==> src/sv/threshold_cascade_closure_top_macros.svh <==
// Assertion macros shared by the threshold cascade RTL.
`ifndef THRESHOLD_CASCADE_CLOSURE_TOP_MACROS_SVH
`define THRESHOLD_CASCADE_CLOSURE_TOP_MACROS_SVH

// Same-cycle implication, checked on every rising edge outside reset.
`define TCC_ASSERT_NOW(lbl, pre, post, msg) \
  lbl: assert property (@(posedge clk_i) disable iff (!rst_ni) (pre) |-> (post)) \
    else $error(msg);

// Next-cycle implication, checked on every rising edge outside reset.
`define TCC_ASSERT_NEXT(lbl, pre, post, msg) \
  lbl: assert property (@(posedge clk_i) disable iff (!rst_ni) (pre) |=> (post)) \
    else $error(msg);

`endif

==> src/sv/tcc_pkg.sv <==
// Package with the widths, codes and helper functions of the threshold cascade block.
package tcc_pkg;

  localparam int unsigned MAX_VERTICES = 64;
  localparam int unsigned VERT_AW      = $clog2(MAX_VERTICES);
  localparam int unsigned VERTEX_W     = 6;
  localparam int unsigned ROW_W        = 64;
  localparam int unsigned THR_W        = 7;
  localparam int unsigned CNT_W        = 7;
  localparam int unsigned CFG_W        = 7;
  localparam int unsigned RAM_W        = ROW_W + THR_W;
  localparam int unsigned BYTE_N       = ROW_W / 8;

  typedef enum logic {
    OP_LOAD = 1'b0,
    OP_RUN  = 1'b1
  } op_e;

  typedef enum logic [1:0] {
    S_IDLE,
    S_SWEEP,
    S_DRAIN,
    S_FINISH
  } state_e;

  // Bit i is set for every vertex i below n.
  function automatic logic [ROW_W-1:0] active_mask(input logic [CFG_W-1:0] n);
    logic [ROW_W-1:0] m;
    for (int i = 0; i < ROW_W; i++) begin
      m[i] = (i < int'(n));
    end
    return m;
  endfunction

endpackage

==> src/sv/tcc_popcmp.sv <==
// Shared unit: counts influenced neighbours of one row and compares with its threshold.
module tcc_popcmp import tcc_pkg::*; (
  input  logic [ROW_W-1:0] row_i,
  input  logic [ROW_W-1:0] mask_i,
  input  logic [THR_W-1:0] thr_i,
  output logic             reach_o
);

  logic [ROW_W-1:0] masked;
  logic [3:0]       byte_cnt [BYTE_N];
  logic [CNT_W-1:0] total;

  // Bytes are counted independently, then the eight partial counts are summed.
  always_comb begin
    masked = row_i & mask_i;
    total  = '0;
    for (int b = 0; b < BYTE_N; b++) begin
      byte_cnt[b] = '0;
      for (int k = 0; k < 8; k++) begin
        byte_cnt[b] = byte_cnt[b] + 4'(masked[8*b+k]);
      end
    end
    for (int b = 0; b < BYTE_N; b++) begin
      total = total + CNT_W'(byte_cnt[b]);
    end
  end

  assign reach_o = (total >= CNT_W'(thr_i));

endmodule

==> config.mk <==
export PLATFORM = sky130hd
export DESIGN_NAME = tcc_popcmp
export DESIGN_NICKNAME = d
export VERILOG_FILES = /design/src/sv/threshold_cascade_closure_top_macros.svh /design/src/sv/tcc_pkg.sv /design/src/sv/tcc_popcmp.sv
export SDC_FILE = /design/constraint.sdc
export NUM_CORES = 1
export LEC_CHECK = 0
export BUFFER_PORTS_ARGS = -buffer_cell sky130_fd_sc_hd__buf_2
export CORE_MARGIN = 3
export CORE_UTILIZATION = 48
export DETAILED_ROUTE_END_ITERATION = 6
export PLACE_DENSITY = 0.95
export SLEW_MARGIN = 0
export SYNTH_ARGS = -nofsm -noshare
export SYNTH_HDL_FRONTEND = slang
export SYNTH_SLANG_ARGS = --single-unit
==> constraint.sdc <==
create_clock -name vclk -period 17.4
set_input_delay 4.35 -clock vclk [all_inputs]
set_output_delay 4.35 -clock vclk [all_outputs]
set_load 0.005 [all_outputs]
## Word-level counts from Yosys, hierarchy flattened

Cells that the tools add are included.

- $add $sub $neg: 63
- Magnitude comparators: 1
- Bitwise gates (word level): 1

Operators with widths:

| kind | number |
|---|---|
| 4-bit by 1-bit adder with 4-bit output | 32 |
| 64-bit bitwise AND | 1 |
| 3-bit by 1-bit adder with 4-bit output | 8 |
| 7-bit by 4-bit adder with 7-bit output | 4 |
| 2-bit by 1-bit adder with 3-bit output | 8 |
| 1-bit by 1-bit adder with 2-bit output | 8 |
| 6-bit by 4-bit adder with 7-bit output | 1 |
| 7-bit >= comparator | 1 |
| 5-bit by 4-bit adder with 6-bit output | 1 |
| 4-bit by 4-bit adder with 5-bit output | 1 |

- Bits in registers: 0
- Input port bits: 135
- Logic and storage cells: 65

## Logic depth before layout (Yosys ltp)

- Depth in word-level cells: 16
- Mapped depth: 24

## Least setup slack after synthesis

Ideal clock, no wire load.

- Kind: in2out
- Start point: in row_i[23]
- End point: out reach_o
- Arrival: 10.294 ns
- Data required time: 13.050 ns
- Path slack: 2.756 ns
- Stages on the path: 23
- Buffers on the path: 0
- Cells stage by stage: and2_1 fa_1 inv_1 fa_1 inv_1 fa_1 inv_1 fa_1 fa_1 fa_1 fa_1 fa_1 inv_1 ha_1 inv_1 fa_1 nor2b_4 o31a_1 o21ai_0 nand2b_1 ha_1 nand3_1 o21ai_0

- Cells in the longest elaborated chain, start to end: 9

RTL lines:

| item | line | RTL |
|---|---|---|
| start: declaration | tcc_popcmp.sv:3 | `input logic [ROW_W-1:0] row_i,` |
| 64-bit bitwise AND | tcc_popcmp.sv:15 | `masked = row_i & mask_i;` |
| 4-bit by 1-bit adder with 4-bit output | tcc_popcmp.sv:20 | `byte_cnt[b] = byte_cnt[b] + 4'(masked[8*b+k]);` |
| 5-bit by 4-bit adder with 6-bit output | tcc_popcmp.sv:24 | `total = total + CNT_W'(byte_cnt[b]);` |
| 6-bit by 4-bit adder with 7-bit output | tcc_popcmp.sv:24 |  |
| 7-bit by 4-bit adder with 7-bit output (4 in series) | tcc_popcmp.sv:24 |  |
| 7-bit >= comparator | tcc_popcmp.sv:28 | `assign reach_o = (total >= CNT_W'(thr_i));` |
| end: declaration | tcc_popcmp.sv:6 | `output logic reach_o` |

No other way between the ends.

## Final worst setup path

Ends and elaborated chain as after synthesis.

==> flow_summary.yaml <==
sta:
  hold_viol: 0
  finalSetupTns_ns: 0
  rsz0062_at_grt: "no"
  worst_pin_slew_ns: 0.187
  min_period_over_period_pct: 86.8
  max_freq_mhz: 66.2
  period_minus_slack_ns: 15.11
  setup_viol: 0
  max_slew_margin_pct: 87.6
  slew_violations: 0
run_status:
  status: "completed"
logic_synthesis:
  yosys.area.top_type: "fa_1"
  yosysTopAreaCellShare_pct: 52.9
  synth_commonest_cells: "54 x fa_1, 54 x inv_1, 38 x nand2_1"
  synthCells: 220
  avgSynthCellArea_um2: 9.28
  netlist_top_cells_area: "fa_1 53%, ha_1 13%, inv_1 9.9%"
  yosysSeqAreaShare_pct: 0
  synth_nets: 431
  netlist_area_mm2: 0.00204
  synth-warning-count: 0
  synth_cell_types: 19
final_layout:
  final_nets: 569
  clock_buffers: 0
  seq_area_um2: 0
  drive_gt1_share_pct: 39.0
  area_delta_synth_final_pct: 36.4
  diodes: 0
  nFlopsAndLatches: 0
placement:
  port_buffers: 136
  routabilityCongestion: 0.776
  hpwl_mm: 4.57
global_routing:
  antenna_found_initial: 0
  grt_pass1_vias: 2031
  grt_pass1_wl_mm: 7.77
  globalRouteMet1Util_pct: 22.3
  grtUsageTotal_pct: 18.4
  grtUsageMet3_pct: 1.26
  top_usage_layer: "met2"
  grtUsageMet2_pct: 36.1
  grt_max_degree: 6
  grt-ovfl-total: 0
setup_path:
  cp_max_fo: 3
  end_kind: "output port"
  crit_required_ns: 13.05
  cp.arrival_ns: 10.76
  start_kind: "input pin"
  path_class: "input pin to output port"
routing:
  dr_total_vias: 1854
  firstDrtPassIters: 4
  drc_errors: 0
  drt_iter0_markers: 29
  wl_per_cell_um: 11.1
  routed_via_density: 4.57
  ant_nets: 0
  routed_wirelength_mm: 4.53
clock_network:
  cts_resized: 0
  cts_setup_buffers: 0
  hold_buffers: 0
job:
  cap_violations: 0
worst_hold_path:
  hold_class: "input pin to output port"
floorplanning:
  io_pins: 136
  rows: 23
  core_mm2: 0.00406
  die_h_um: 71.2
  die_area_mm2: 0.00507
  start_util_pct: 50.3
  die_w_um: 71.2
## layer usage
layer,routed length [µm],part of all wire (%)
met2,2580,57
met1,1540,34
met4,39,0.86
met3,370,8.2
met5,0,0
## final timing paths
kind,startpoint,end,slack (ns),cells past startpoint
setup / recovery,row_i[23],reach_o,2.29,25
hold / removal,thr_i[6],reach_o,9.19,6
## cells by family after synthesis
| kind of cell | count (synthesis) | share of synthesized area (%) |
|---|---|---|
| AOI/OAI and AO/OA | 17 | 5.39 |
| adders and majority gates | 76 | 66.4 |
| buffers and inverters | 54 | 9.93 |
| and+or+nand+nor | 70 | 17.0 |
| xor gates and xnor gates | 3 | 1.29 |
## placed cells by master, fill, tap and decap left out, drive strengths merged
cell type	synthesis	layout
buf	0	136
inv	54	54
fa	54	54
nand2	38	38
and2	27	27
ha	22	22
a21oi	6	6
o21ai	5	5
xnor2	3	3
a21o	2	2
nor2b	2	2
a211oi	1	1
o21bai	1	1
o21a	1	1
o31a	1	1
nand2b	1	1
nor2	1	1
nand3	1	1
## through the flow
stage / utilization [%] / area, µm² / cells / hold WS (ns) / setup slack, ns
floorplan: - / 2040 / 220 / 8.97 / 2.76
finish: 68.6 / 2790 / 406 / 9.19 / 2.29
CTS: 68.6 / 2790 / 406 / 9.20 / 2.25
global placement: 68.6 / 2790 / 406 / 9.19 / 2.44
global route: 68.6 / 2790 / 406 / 9.25 / 1.94
detailed placement: 68.6 / 2790 / 406 / 9.19 / 2.26
## area by class of cell
class | count | area (µm²)
multi-input combinational | 166 | 1840
fill | 333 | 1270
tap | 50 | 62.6
inverter | 54 | 203
timing repair buffer | 136 | 681
## worst max-delay path: stages
cell	delay, ns
buf_2	0.09
and2_1	0.16
fa_1	0.53
inv_1	0.06
fa_1	0.56
inv_1	0.07
fa_1	0.51
inv_1	0.06
fa_1	0.46
fa_1	0.53
fa_1	0.52
fa_1	0.52
fa_1	0.55
inv_1	0.05
ha_1	0.23
inv_1	0.08
fa_1	0.25
nor2b_4	0.06
o31a_1	0.26
o21ai_0	0.16
nand2b_1	0.08
ha_1	0.29
nand3_1	0.07
o21ai_0	0.14
buf_2	0.13
Power is left out: the tool's default activity adds up to more than one toggle a clock period on the data nets, which glitch-free logic cannot reach.
