[src/sv/threshold_cascade_closure_top_macros.svh]
// Assertion macros shared by the threshold cascade RTL.
`ifndef THRESHOLD_CASCADE_CLOSURE_TOP_MACROS_SVH
`define THRESHOLD_CASCADE_CLOSURE_TOP_MACROS_SVH

// Same-cycle implication, checked on every rising edge outside reset.
`define TCC_ASSERT_NOW(lbl, pre, post, msg) \
  lbl: assert property (@(posedge clk_i) disable iff (!rst_ni) (pre) |-> (post)) \
    else $error(msg);

// Next-cycle implication, checked on every rising edge outside reset.
`define TCC_ASSERT_NEXT(lbl, pre, post, msg) \
  lbl: assert property (@(posedge clk_i) disable iff (!rst_ni) (pre) |=> (post)) \
    else $error(msg);

`endif

[src/sv/tcc_ram.sv]
// Generic single-write, single-read RAM with registered read data.
module tcc_ram #(
  parameter int unsigned WIDTH = 8,
  parameter int unsigned DEPTH = 64
) (
  input  logic                     clk_i,
  input  logic                     we_i,
  input  logic [$clog2(DEPTH)-1:0] waddr_i,
  input  logic [WIDTH-1:0]         wdata_i,
  input  logic [$clog2(DEPTH)-1:0] raddr_i,
  output logic [WIDTH-1:0]         rdata_o
);

  logic [WIDTH-1:0] mem_q [DEPTH];
  logic [WIDTH-1:0] rdata_q;

  always_ff @(posedge clk_i) begin
    if (we_i) begin
      mem_q[waddr_i] <= wdata_i;
    end
    rdata_q <= mem_q[raddr_i];
  end

  assign rdata_o = rdata_q;

endmodule

[config.mk]
export PLATFORM = sky130hd
export DESIGN_NAME = tcc_ram
export DESIGN_NICKNAME = d
export VERILOG_FILES = /design/src/sv/threshold_cascade_closure_top_macros.svh /design/src/sv/tcc_ram.sv
export SDC_FILE = /design/constraint.sdc
export NUM_CORES = 1
export LEC_CHECK = 0
export BUFFER_PORTS_ARGS = -buffer_cell sky130_fd_sc_hd__buf_2
export CORE_ASPECT_RATIO = 1.75
export CORE_MARGIN = 1
export CORE_UTILIZATION = 40
export CTS_CLUSTER_SIZE = 24
export DETAILED_ROUTE_END_ITERATION = 12
export GPL_ROUTABILITY_DRIVEN = 1
export SYNTH_ARGS = -nofsm -noshare
export SYNTH_HDL_FRONTEND = slang
export SYNTH_SLANG_ARGS = --single-unit
export TNS_END_PERCENT = 10
[constraint.sdc]
create_clock -name clk_i -period 2 [get_ports clk_i]
set_input_delay 0.4 -clock clk_i [delete_from_list [all_inputs] [get_ports clk_i]]
set_output_delay 0.4 -clock clk_i [all_outputs]
set_load 0.05 [all_outputs]
==> After elaboration in Yosys (flattened, before gate mapping) <==
Memories as Yosys holds them, arrays and structs flattened. A register that Yosys moved wholly into a read port is not among the register bits.
Index checks and enable logic that the tools add are counted.
{ "totals": {"memories": 1, "out_inout_bits": 8, "ram_bits": 512, "register_bits": 0, "wordCells": 3, "in_bits": 22} }
{ "classes": {"muxes": 2} }
{ "mem_list": {"columns": ["memory", "words", "width", "rd", "rd_ports_with_merged_regs", "wr", "line", "text"], "rows": [
  ["mem_q", 64, 8, 1, 1, 1, "tcc_ram.sv:14", "logic [WIDTH-1:0] mem_q [DEPTH];"]
]} }
{ "op_table": {"columns": ["op", "count"], "rows": [
  ["1-bit two-way mux", 2]
]} }

==> Longest topological paths before layout <==
Gate-level depths: netlist (run 1).
{ "logic_depth": {"word_depth": 2, "ltp_mapped": 9} }

==> Worst setup path after synthesis (run 1) <==
Ideal clock, no wire load.
{ "synth_path": {"kind": "input to register", "startpoint": "input port raddr_i[1]", "endpoint": "register rdata_q[3] (netlist: rdata_o[3]), read port of mem_q", "t_required_ns": 1.872, "stages": 7, "setup_time_ns": 0.128, "arrival_time_ns": 1.940, "path_buffers": 3, "setup_slack_ns": -0.068, "path_cell_list": "buf_4 > buf_2 > buf_2 > mux4_2 > mux4_2 > o21ai_1 > o41ai_1"} }
{ "synth_lines": {"columns": ["item", "line", "text"], "rows": [
  ["start, declared", "tcc_ram.sv:10", "input logic [$clog2(DEPTH)-1:0] raddr_i,"],
  ["end, declared", "tcc_ram.sv:15", "logic [WIDTH-1:0] rdata_q;"]
]} }

==> results.sh, run 1 <==
export IMPL_num_fill_cells=4212
export IMPL_cts_max_path_buffers=3
export IMPL_fin_crit_sh=0.9764
export IMPL_vias=9968
export IMPL_utilization=0.4789
export IMPL_total_power_mw=22.12
export IMPL_via_per_inst=5.417
export IMPL_final_area_sq_um=23810
export IMPL_syn_nets=962
export IMPL_power_density_nw_per_um2=929.1
export IMPL_synth_warnings=0
export IMPL_slowest_delay_ns=0.54
export IMPL_netlist_top_cell_by_area="edfxtp_1"
export IMPL_grt_max_degree=65
export IMPL_critPathTopFamily="multiplexers"
export IMPL_cts_hold_buffers=0
export IMPL_p_leak_nw=7.743
export IMPL_chipWidth_um=171.7
export IMPL_slowest_stage="mux4_2"
export IMPL_r2r_cells=5
export IMPL_cp_depth=5
export IMPL_cts_sinks=520
export IMPL_place_congestion=0.8089
export IMPL_multiInputGateArea_sq_um=4343
export IMPL_drt_iter0_drc=685
export IMPL_dp_slack_ns=-0.6118
export IMPL_drc=0
export IMPL_placed_cell_area_sq_um=22350
export IMPL_yosysMostFrequentCell="edfxtp_1"
export IMPL_coreArea_sq_um=49730
export IMPL_fin_ws_ns=0.04712
export IMPL_endpoint_kind="register"
export IMPL_synthFlopType="edfxtp_1"
export IMPL_grt_pass1_wl_um=71440
export IMPL_fin_crit_ns=1.953
export IMPL_grt_ovfl_total=0
export IMPL_ys_top_cells_by_area="edfxtp_1, mux4_2, nor2_1"
export IMPL_drv_cap=0
export IMPL_arrival_ns=2.42
export IMPL_outcome="finished, final reports clean"
export IMPL_grt_pass1_vias=10650
export IMPL_timing_final_hold_violations=0
export IMPL_maxSlewHeadroom=0.1586
export IMPL_grt_total_usage=0.1977
export IMPL_htree_levels=2
export IMPL_port_buffers=29
export IMPL_synth_enable_flop_cells=512
export IMPL_std_cell_rows=108
export IMPL_die_area_sq_um=51350
export IMPL_crit_fanout=1
export IMPL_wl_per_cell_um=26.60
export IMPL_ant_nets=0
export IMPL_drive_above_1_share=0.3531
export IMPL_cts_tree="done"
export IMPL_clk_pin_slew_ns=0.07
export IMPL_synth_distinct_cells=40
export IMPL_clock_latency_ns=0.57
export IMPL_hold_depth=3
export IMPL_yosysTopAreaCellShare=0.7624
export IMPL_worstHoldPathType="input port to register"
export IMPL_post_place_cells=1757
export IMPL_crit_top_cell="mux4_2"
export IMPL_ys_ff_latch=520
export IMPL_areaGrowthSynthToFinish_pct=18.09
export IMPL_wirelength_um=48950
export IMPL_cts_inserted_buffers=44
export IMPL_synth_common_cells="edfxtp_1, mux4_2, nor2_1, mux2i_1, nand2_1"
export IMPL_crit_chain="mux4_2, mux4_2, nor2_1, nor3_1, o2bb2ai_1"
export IMPL_hold_worst_slack_ns=0.2498
export IMPL_clock_skew_ns=0.02170
export IMPL_cp_required_ns=2.46
export IMPL_yosysSeqAreaShare=0.7703
export IMPL_setup_violations_final=0
export IMPL_drv_slew=0
export IMPL_cts_root_buf="clkbuf_16"
export IMPL_ir_worst_vdd_v=0.0006282
export IMPL_async_flop_share=0
export IMPL_startpoint_type="register"
export IMPL_die_y_um=299.0
export IMPL_setup_tns_ns=0
export IMPL_io_pins=30
export IMPL_hpwl_um=33580
export IMPL_layoutNonFillerInstCount=1840
export IMPL_regArea_sq_um=15530
export IMPL_antenna_found_initial=2
export IMPL_drtPass1Iterations=4
export IMPL_initial_core_util=0.4055
export IMPL_nets=1165
export IMPL_max_slew_worst_pin_slew_ns=1.262
export IMPL_synth_area_sq_um=20170
export IMPL_netlist_instances=940
export IMPL_worst_path_buf_inv=0
export IMPL_fmax_ghz=0.5121
export IMPL_rsz0062_at_grt="false"
export IMPL_critPathKind="register to register"
export IMPL_syn_area_per_cell_sq_um=21.45
-- flip-flops by register name, indices dropped and copies added, names as in the netlist --
signal   flops
mem_q      512
rdata_o      8
-- routing by layer --
layer,track usage,wire length (um)
met5,0,0
met4,0.1007,2480
met3,0.02007,1463
met2,0.3657,27270
met1,0.2224,17740
-- worst register-to-register path, delay by kind of cell (launching register included) --
family / cells / cell delay (ns)
multiplexers: 2 / 1.08
AND/OR/NAND/NOR: 2 / 0.26
flip-flops: 1 / 0.39
AO/OA/AOI/OAI: 1 / 0.13
-- power breakdown --
group / switching [mW] / internal (mW) / leakage [nW]
clock: 3.79 / 4.86 / 0.701
sequential: 0.0357 / 12.1 / 4.67
combinational: 0.821 / 0.564 / 2.37
-- cells in the final DEF, fill, tap and decap left out, drive strengths merged, types with 8 or more instances in the layout --
master	instances
dfxtp	8
clkbuf	62
mux2i	23
buf	207
nand2	19
edfxtp	512
nor2b	14
mux4	126
o221ai	8
nand3	13
clkinv	12
mux2	13
nor2	83
o22ai	8
-- cell type report --
| cell class | count | area share |
|---|---|---|
| clock buffers | 61 | 0.05023 |
| flip-flops and latches | 520 | 0.6523 |
| diodes | 2 | 0.0002102 |
| multi-input cells | 369 | 0.1824 |
| repair buffers | 208 | 0.07046 |
| clock inverters | 20 | 0.009720 |
| well taps | 660 | 0.03468 |
-- cell families after synthesis --
kind of cell / synth area share
buf+inv: 0.01570
flops: 0.7703
compound gates: 0.02072
simple gates: 0.03387
mux: 0.1594
-- worst paths after layout --
| path | startpoint | slack, ns | end |
|---|---|---|---|
| min reg2reg | mem_q[54][3]$_DFFE_PP_ | 0.90 | rdata_o[3]$_DFF_P_ |
| max | mem_q[4][0]$_DFFE_PP_ | 0.05 | rdata_o[0]$_DFF_P_ |
| max reg2reg | mem_q[4][0]$_DFFE_PP_ | 0.05 | rdata_o[0]$_DFF_P_ |
| min | raddr_i[5] | 0.25 | rdata_o[6]$_DFF_P_ |
-- what timing repair did --
action / 4_1_cts / 5_1_grt
endpoints found under the setup margin: 4 / 2
setup buffers: 0 / 0
resized for setup: 5 / 2
gates cloned: 0 / 0
Power figures use the tool's default switching activity.
==> run 2: changes to the inputs <==
- CORE_MARGIN: 1 -> 3
- PLACE_DENSITY_LB_ADDON: default -> 0.3
==> results.sh, run 2 (synthesis results as in run 1) <==
export IMPL_cts_sinks=520
export IMPL_dp_slack_ns=-0.5901
export IMPL_wirelength_um=46970
export IMPL_cts_root_buf="clkbuf_16"
export IMPL_endpoint_kind="register"
export IMPL_die_area_sq_um=53250
export IMPL_fmax_ghz=0.5143
export IMPL_fin_ws_ns=0.05546
export IMPL_power_density_nw_per_um2=907.7
export IMPL_max_slew_worst_pin_slew_ns=1.246
export IMPL_cts_tree="done"
export IMPL_drtPass1Iterations=5
export IMPL_hpwl_um=32030
export IMPL_cts_max_path_buffers=3
export IMPL_place_congestion=0.8315
export IMPL_antenna_found_initial=0
export IMPL_drv_cap=0
export IMPL_arrival_ns=2.35
export IMPL_grt_pass1_vias=10500
export IMPL_htree_levels=2
export IMPL_outcome="finished, final reports clean"
export IMPL_std_cell_rows=108
export IMPL_grt_max_degree=65
export IMPL_timing_final_hold_violations=0
export IMPL_setup_tns_ns=0
export IMPL_critPathKind="input port to register"
export IMPL_placed_cell_area_sq_um=22230
export IMPL_drc=0
export IMPL_fin_crit_ns=1.945
export IMPL_antenna_cells=0
export IMPL_drt_iter0_drc=677
export IMPL_startpoint_type="input port"
export IMPL_grt_pass1_wl_um=69630
export IMPL_ir_worst_vdd_v=0.0006008
export IMPL_rsz0062_at_grt="false"
export IMPL_cts_inserted_buffers=43
export IMPL_hold_worst_slack_ns=0.3231
export IMPL_chipWidth_um=175.7
export IMPL_worstHoldPathType="input port to register"
export IMPL_die_y_um=303.0
export IMPL_grt_ovfl_total=0
export IMPL_layoutNonFillerInstCount=1817
export IMPL_final_area_sq_um=23540
export IMPL_io_pins=30
export IMPL_p_leak_nw=7.602
export IMPL_crit_fanout=17
export IMPL_vias=9749
export IMPL_cts_hold_buffers=0
export IMPL_maxSlewHeadroom=0.1692
export IMPL_final_common_cell="edfxtp_1"
export IMPL_ant_nets=0
export IMPL_largest_reg_flops=512
export IMPL_drv_slew=0
export IMPL_setup_violations_final=0
export IMPL_nets=1149
export IMPL_post_place_cells=1742
export IMPL_clock_skew_ns=0.01821
export IMPL_clock_latency_ns=0.55
export IMPL_regMostFlops="mem_q"
export IMPL_post_cts_buffers=0
export IMPL_fin_crit_sh=0.9723
export IMPL_areaGrowthSynthToFinish_pct=16.72
export IMPL_initial_core_util=0.4055
export IMPL_port_buffers=29
export IMPL_final_cell_mix="edfxtp_1, buf_4, mux4_2"
export IMPL_wl_per_cell_um=25.85
export IMPL_grt_total_usage=0.1794
export IMPL_clk_pin_slew_ns=0.06
export IMPL_coreArea_sq_um=49730
export IMPL_via_per_inst=5.365
export IMPL_drive_above_1_share=0.3379
export IMPL_cp_required_ns=2.41
-- run 2: changes by cell type in the layout (fill, tap and decap cells not counted), sizes merged --
cell and delta:
buf -15, bufinv -4, diode -2, clkbuf -1, inv -3, clkinv +2
-- run 2: final timing paths --
path,slack (ns),start,cells after the start,end
setup / recovery,0.06,raddr_i[0],9,rdata_o[6]$_DFF_P_
hold / removal,0.32,raddr_i[5],3,rdata_o[2]$_DFF_P_
setup reg to reg,0.06,mem_q[29][4]$_DFFE_PP_,5,rdata_o[4]$_DFF_P_
hold reg to reg,0.87,mem_q[30][6]$_DFFE_PP_,3,rdata_o[6]$_DFF_P_
-- run 2: per-stage QoR --
stage	total power [mW]	utilization
floorplan	13.03	-
global placement	13.68	0.4470
detailed placement	13.70	0.4470
CTS	21.57	0.4734
global route	22.00	0.4734
finish	21.37	0.4734
-- run 2: repair_timing --
item | in CTS | in global routing
gates resized for setup | 2 | 0
endpoints found under the hold margin | 0 | 0
endpoints found under the setup margin | 1 | 1
pin swaps | 0 | 1
-- run 2: layer usage --
metal  global-route usage  up-vias  share of wire  routed length, um
met5                    0        -              0                  0
met4              0.06926        0          0.039               1832
met3              0.01753       84          0.033               1546
met2               0.3456      231           0.57              26680
met1               0.2030     5159           0.36              16920
li1                     -     4275              -                  -
-- run 2: cell type report --
type / instances / area, sq um
clock inverters: 15 / 96.34
well taps: 660 / 825.8
repair buffers: 193 / 1553
flip-flops and latches: 520 / 15530
fillers: 4178 / 26190
clock buffers: 60 / 1202
multi-input cells: 369 / 4327
-- run 2: where the power goes --
part           leakage (nW)  switching [mW]  internal [mW]
logic                  2.29           0.803          0.546
registers              4.67          0.0326           12.1
clock network         0.639            3.61           4.32
total                  7.60            4.44           16.9
-- run 2: critical path, cell delays in order --
cell and delay [ns]:
clkbuf_8 0.26, buf_12 0.21, buf_4 0.15, mux4_2 0.50, nor2_1 0.20, nor4_1 0.10, buf_4 0.16, nor3_4 0.23
o32ai_1 0.12
==> run 3: changes to the inputs <==
- RECOVER_POWER: default -> 50
- SLEW_MARGIN: default -> 15
==> results.sh, run 3 (synthesis results as in run 1) <==
export IMPL_antenna_cells=0
export IMPL_cts_max_path_buffers=3
export IMPL_rsz0062_at_grt="false"
export IMPL_crit_fanout=17
export IMPL_worst_path_buf_inv=4
export IMPL_p_switching_mw=4.446
export IMPL_arrival_ns=2.35
export IMPL_critPathTopFamily="buffers and inverters"
export IMPL_num_fill_cells=4191
export IMPL_grt_ovfl_total=0
export IMPL_utilization=0.4725
export IMPL_fin_crit_sh=0.9672
export IMPL_slowest_delay_ns=0.50
export IMPL_port_buffers=29
export IMPL_clk_pin_slew_ns=0.06
export IMPL_clock_latency_ns=0.55
export IMPL_final_common_cell="edfxtp_1"
export IMPL_violations="max-capacitance violations, max-slew violations"
export IMPL_fin_ws_ns=0.06565
export IMPL_worstHoldPathType="input port to register"
export IMPL_largest_reg_flops=512
export IMPL_drv_cap=2
export IMPL_cts_inserted_buffers=43
export IMPL_clock_skew_ns=0.01799
export IMPL_io_pins=30
export IMPL_crit_top_cell="buf_4"
export IMPL_total_power_mw=21.37
export IMPL_grt_total_usage=0.1794
export IMPL_areaGrowthSynthToFinish_pct=16.52
export IMPL_place_congestion=0.8315
export IMPL_outcome="finished, violations left"
export IMPL_drv_slew=128
export IMPL_ant_nets=0
export IMPL_coreArea_sq_um=49730
export IMPL_drtPass1Iterations=5
export IMPL_die_y_um=303.0
export IMPL_timing_final_hold_violations=0
export IMPL_htree_levels=2
export IMPL_chipWidth_um=175.7
export IMPL_drc=0
export IMPL_cts_tree="done"
export IMPL_initial_core_util=0.4055
export IMPL_nets=1149
export IMPL_regMostFlops="mem_q"
export IMPL_grt_pass1_wl_um=69630
export IMPL_fin_crit_ns=1.934
export IMPL_grt_max_degree=65
export IMPL_p_int_mw=16.93
export IMPL_crit_chain="clkbuf_8, buf_12, buf_4, mux4_2, nor2_1, nor4_1, buf_4, nor3_4, o32ai_1"
export IMPL_vias=9792
export IMPL_ir_worst_vdd_v=0.0006025
export IMPL_power_density_nw_per_um2=909.5
export IMPL_antenna_found_initial=0
export IMPL_switching_share=0.2080
export IMPL_cts_root_buf="clkbuf_16"
export IMPL_via_per_inst=5.389
export IMPL_wirelength_um=47040
export IMPL_wl_per_cell_um=25.89
export IMPL_setup_violations_final=0
export IMPL_max_slew_worst_pin_slew_ns=1.514
export IMPL_endpoint_kind="register"
export IMPL_maxSlewHeadroom=-0.009428
export IMPL_p_leak_nw=7.581
export IMPL_setup_tns_ns=0
export IMPL_power_share_combinational=0.063
export IMPL_die_area_sq_um=53250
export IMPL_power_frac_clock=0.371
export IMPL_std_cell_rows=108
export IMPL_dp_slack_ns=-0.5901
export IMPL_cp_required_ns=2.41
export IMPL_drt_iter0_drc=721
export IMPL_cts_sinks=520
export IMPL_drive_above_1_share=0.3345
export IMPL_power_frac_seq=0.566
export IMPL_hpwl_um=32030
export IMPL_critPathKind="input port to register"
export IMPL_final_cell_mix="edfxtp_1, buf_4, mux4_2"
export IMPL_grt_pass1_vias=10500
export IMPL_startpoint_type="input port"
export IMPL_slowest_stage="mux4_2"
export IMPL_fmax_ghz=0.5170
==> run 3: layout make-up <==
type                       instances  area, sq um  area share
multi-input combinational        369         4327      0.1841
sequential                       520        15530      0.6611
timing repair buffer             193         1513     0.06437
tap                              660        825.8     0.03514
clock inverter                    15        96.34    0.004100
clock buffer                      60         1202     0.05117
==> run 3: path summary, 6_finish.rpt <==
| path | depth (start not counted) | end | slack (ns) | startpoint |
|---|---|---|---|---|
| worst min-delay path | 3 | rdata_o[2]$_DFF_P_ | 0.33 | raddr_i[5] |
| worst max register to register | 5 | rdata_o[4]$_DFF_P_ | 0.07 | mem_q[20][4]$_DFFE_PP_ |
| worst min register to register | 3 | rdata_o[6]$_DFF_P_ | 0.87 | mem_q[30][6]$_DFFE_PP_ |
| worst max-delay path | 9 | rdata_o[6]$_DFF_P_ | 0.07 | raddr_i[0] |
==> run 3: layer usage <==
metal	GRT usage	routed length, um	vias to the layer above
li1	-	-	4277
met1	0.2030	16790	5193
met2	0.3456	26700	244
met3	0.01753	1742	78
met4	0.06926	1802	0
met5	0	0	-
==> run 3: worst min-delay path, stage by stage <==
cell	delay, ns
buf_2	0.23
nand2_1	0.13
o2bb2ai_1	0.06
==> run 3: metrics by stage <==
stage | hold WS (ns) | cells | cell area (sq um)
final | 0.3291 | 1817 | 23500
after global routing | 0.3379 | 1817 | 23500
after CTS | 0.2904 | 1817 | 23540
after detailed placement | 0.8573 | 1742 | 22230
after global placement | 0.7995 | 1742 | 22230
after floorplan | 0.4989 | 940 | 20180
==> run 3: repair_timing <==
action / 4_1_cts / 5_1_grt
pin swaps: 0 / 1
resized for setup: 2 / 0
buffers inserted: 0 / 0
hold buffers: 0 / 0
setup endpoints to repair: 1 / 1
==> run 3: power by group through the flow <==
stage | clock (mW) | sequential [mW] | combinational [mW]
final | 7.94 | 12.1 | 1.34
after global routing | 8.48 | 12.1 | 1.42
after global placement | 0 | 12.3 | 1.35
after CTS | 8.10 | 12.1 | 1.37
after floorplan | 0 | 12.4 | 0.645
after detailed placement | 0 | 12.3 | 1.37
